**src/atws_ram.sv**
```systemverilog
module atws_ram #(
  parameter int WIDTH = 8,
  parameter int DEPTH = 16
) (
  input  logic                     clk,
  input  logic                     we,
  input  logic [$clog2(DEPTH)-1:0] waddr,
  input  logic [WIDTH-1:0]         wdata,
  input  logic [$clog2(DEPTH)-1:0] raddr,
  output logic [WIDTH-1:0]         rdata
);
  logic [WIDTH-1:0] mem [DEPTH];

  always_ff @(posedge clk) begin
    if (we) begin
      mem[waddr] <= wdata;
    end
    rdata <= mem[raddr];
  end
endmodule

```
**config.mk**
```make
export PLATFORM = sky130hd
export DESIGN_NAME = atws_ram
export DESIGN_NICKNAME = d
export VERILOG_FILES = /design/src/atws_ram.sv
export SDC_FILE = /design/constraint.sdc
export NUM_CORES = 1
export LEC_CHECK = 0
export BUFFER_PORTS_ARGS = -buffer_cell sky130_fd_sc_hd__buf_2
export CORE_MARGIN = 3
export CORE_UTILIZATION = 55
export CTS_CLUSTER_DIAMETER = 30
export DETAILED_ROUTE_END_ITERATION = 16
export PLACE_DENSITY_LB_ADDON = 0.2
export SETUP_SLACK_MARGIN = 0.3
export SYNTH_ARGS = -nofsm -noshare
export SYNTH_HDL_FRONTEND = slang
export SYNTH_SLANG_ARGS = --single-unit
```
**constraint.sdc**
```tcl
create_clock -name clk -period 2.2 [get_ports clk]
set_input_delay 0.22 -clock clk [delete_from_list [all_inputs] [get_ports clk]]
set_output_delay 0.22 -clock clk [all_outputs]
set_load 0.01 [all_outputs]
```
# Word-level counts from Yosys, hierarchy flattened

Memories as Yosys holds them, arrays and structs flattened. A register that Yosys moved wholly into a read port is not among the register bits.
Index checks and enable logic that the tools add are counted.

Add/subtract/negate cells: 0
$mul: 0
Div/mod/pow operators: 0
Magnitude comparators: 0
Equality and inequality tests: 0
Shift operators: 0
Muxes and demuxes: 2
Bitwise gates (word level): 0
Reduce and logical (&&, ||, !) cells: 0

Operator list:

| kind              | number |
|---|---|
| two-way mux 1 bit | 2 |

Register bits after elaboration: 0
Bits in latches: 0
RAM bits: 128
Bits in read-only memories: 0
Input bits: 18
Output and inout bits: 8
Logic and storage cells: 3
Memories kept: 1

Memory list:

| memory | depth | width | read ports | clocked after Yosys merged registers in | wr ports | RTL line | RTL |
|---|---|---|---|---|---|---|---|
| mem    | 16    | 8     | 1          | 1                                       | 1        | 12       | `logic [WIDTH-1:0] mem [DEPTH];` |

# Depth between registers and ports, before layout

Depth in word-level cells: 2
Mapped depth: 5

# Worst setup path after synthesis

Ideal clock, no wire load.

Path type: input port to flip-flop
From: input waddr[2]
To: memory mem[0][0] (enable)
Setup time: 383 ps
Arrival: 1330 ps
Path slack: 487 ps
Cell stages on the path: 2
Path buffers: 0
Cells stage by stage: or3b_2 > nor3_1

RTL lines:

| what               | RTL line | RTL |
|---|---|---|
| start: declaration | 7        | `input logic [$clog2(DEPTH)-1:0] waddr,` |
| end: declaration   | 12       |  |

Straight into the memory's write port.

==> key figures <==
STA
  • Final Skew: a little under 9 ps
  • Worst relative slew slack: approximately 56%
  • Endpoints failing setup: 0
  • RSZ-0062 raised after global routing: false
  • Final worst-path cycle share: between 60% and 70%
  • Least-Margin Pin Slew: 654 ps
  • Fin. Hold Viols: 0
  • Setup TNS: 0 ps
  • Fin. max-slew vios: 0
  • Min Tclk post-route: approximately 1400 ps
  • Peak Freq: between 700 and 800 MHz
  • Final Hold Slack: ~82 ps

Die
  • Die Span X: just over 100 um
  • Top Ports: 26
  • Die Area: roughly 11000 sq um
  • Core area: between 8000 and 9000 sq um
  • Initial Utilization: about 58%
  • Die Y: 103 um
  • # rows: 34

Critical path
  • Crit path kind: register to register
  • Critical path required time: between 2000 and 3000 ps
  • CP startpoint kind: register
  • Critical Path AT: 1790 ps
  • CP max FO: 1
  • Worst setup EP type: register

Drt
  • Final antenna-violating net count: 0
  • DRC Markers: 0
  • Drt total wl: 9650 um
  • Max Used Layer: met4
  • Met2 Wirelength: 4990 um
  • WL met1: roughly 3700 um
  • Via density per instance: ~6.0
  • DRT Pass-1 Iters: 4
  • Met3 wire len: just under 800 um
  • Vias: between 2000 and 2500
  • Wire length per cell: 23.9 um
  • Starting DRT DRC Count: between 150 and 200

Finish
  • # diodes: 0
  • Commonest non-fill, non-tap cell in the layout: edfxtp_1
  • Commonest cells after routing, fill and taps aside: edfxtp_1, buf_2, mux4_2, buf_4
  • Area Growth Syn to Fin: 18.9%
  • Design area: between 6000 and 7000 sq um
  • Fillers: 543
  • Nets@finish: approximately 300
  • Layout cells sized above 1: approximately a third

Clocking
  • Clock Sinks: around 140
  • Post-CTS resize count: 0
  • Cts-stage hold buffer count: 0
  • Clock transition at the registers of the reported paths: ~60 ps
  • CTS Buf Count: 17
  • Maximum level of the CTS H-tree: 4
  • Clock Latency Late Sink: 520 ps
  • TritonCTS clock tree: done
  • CTS Buffer Depth: 2
  • Root buffer cell: clkbuf_8
  • Post-CTS setup buffers: 0

Logic synthesis
  • Synth unique cells: 19
  • Mapped Cells: 229
  • Mapped Area: between 5000 and 6000 sq um
  • Seq/Total Area, Yosys: between 70 and 80%
  • Largest cells by area after synthesis: edfxtp_1, mux4_2, mux4_1
  • Synthesized flop and latch total: around 140
  • Syn Nets: about 250
  • Ys Warns: 0
  • Syn_area_per_cell: 22.5 sq um
  • Area leader, netlist: edfxtp_1
  • Synth top area share: 74.7%

GRT
  • GRT overflow: 0
  • First-pass GRT wire length: 14800 um
  • Vias in the first global route: approximately 2600
  • Initial antenna violation count: 0
  • Tot GR Track Use: 21.0%
  • Largest net degree at the start of global routing: 33

Outcome
  • Status: completed

Place
  • Dpl hpwl: 5950 um
  • Placed Area: 5500 sq um
  • IO buf count: 25
  • GPL Wtd Cong: ~0.73

Hold path
  • Worst hold path class: input port to register

Power and ir drop
  • Pwr Density: ~1000 nW/um^2
  • Pwr Total: between 6 and 7 mW
  • Leakage Power: 2.11 nW
  • VDD IR max: around 0.66 mV

Run
  • Max-cap violations: 0
-- sequential cells by signal, indices dropped and copies added (netlist names) --
register  count
mem         128
rdata         8
-- Yosys cell counts (all sizes together) --
| cell type | count |
|---|---|
| nor3 | 4 |
| edfxtp | 128 |
| and2b | 1 |
| or3b | 1 |
| nor2b | 1 |
| and2 | 1 |
| nand3b | 2 |
| nand3 | 1 |
| clkdlybuf4s25 | 3 |
| a22oi | 16 |
| mux4 | 32 |
| nand2b | 2 |
| nor2 | 13 |
| buf | 7 |
| dfxtp | 8 |
| nand2 | 9 |
-- logic make-up (layout without fill, tap and decap cells) --
kind of cell	after synthesis	in the layout	synth area share (%)
buffers and inverters	10	77	1.68
muxes	32	32	15.0
AOI/OAI and AO/OA	16	16	2.33
DFF	136	136	77.8
and+or+nand+nor	35	35	3.18
-- metal layers --
layer  GRT usage (%)  up-vias
li1                -     1082
met1            28.3     1247
met2            32.4      102
met3            6.97       13
met4            8.57        0
met5               0        -
-- where the power goes --
| part | switching, mW | leakage (nW) | internal [mW] | total, mW |
|---|---|---|---|---|
| registers | 0.0200 | 1.22 | 2.90 | 2.92 |
| logic | 0.151 | 0.585 | 0.118 | 0.268 |
| clock network | 0.990 | 0.302 | 1.95 | 2.94 |
-- final timing paths --
| check | slack [ps] | cells after the start | startpoint | endpoint |
|---|---|---|---|---|
| max | 810 | 3 | mem[1][1]$_DFFE_PP_ | rdata[1]$_DFF_P_ |
| min | 80 | 1 | wdata[0] | mem[14][0]$_DFFE_PP_ |
| min reg2reg | 680 | 3 | mem[14][2]$_DFFE_PP_ | rdata[2]$_DFF_P_ |
| max reg2reg | 810 | 3 | mem[1][1]$_DFFE_PP_ | rdata[1]$_DFF_P_ |
-- metrics by stage --
step / util, % / instances / setup slack (ps)
CTS: 68.8 / 404 / 811
floorplan: - / 229 / 487
global route: 68.8 / 404 / 771
detailed placement: 61.8 / 372 / 503
global placement: 61.8 / 372 / 527
finish: 68.8 / 404 / 810
-- worst max-delay path, stage by stage (launching register included) --
cell	delay, ps
edfxtp_1	360
mux4_1	500
a22oi_1	320
nand2_1	100
-- layout make-up --
class | instances | area, sq um | area share [%]
Clock inverter | 13 | 203 | 3.31
Sequential cell | 136 | 4000 | 65.4
Clock buffer | 19 | 422 | 6.89
Tap cell | 108 | 135 | 2.21
Timing Repair Buffer | 45 | 300 | 4.91
Multi-Input combinational cell | 83 | 1060 | 17.3
Note: power is estimated with default switching activity, not from simulation.
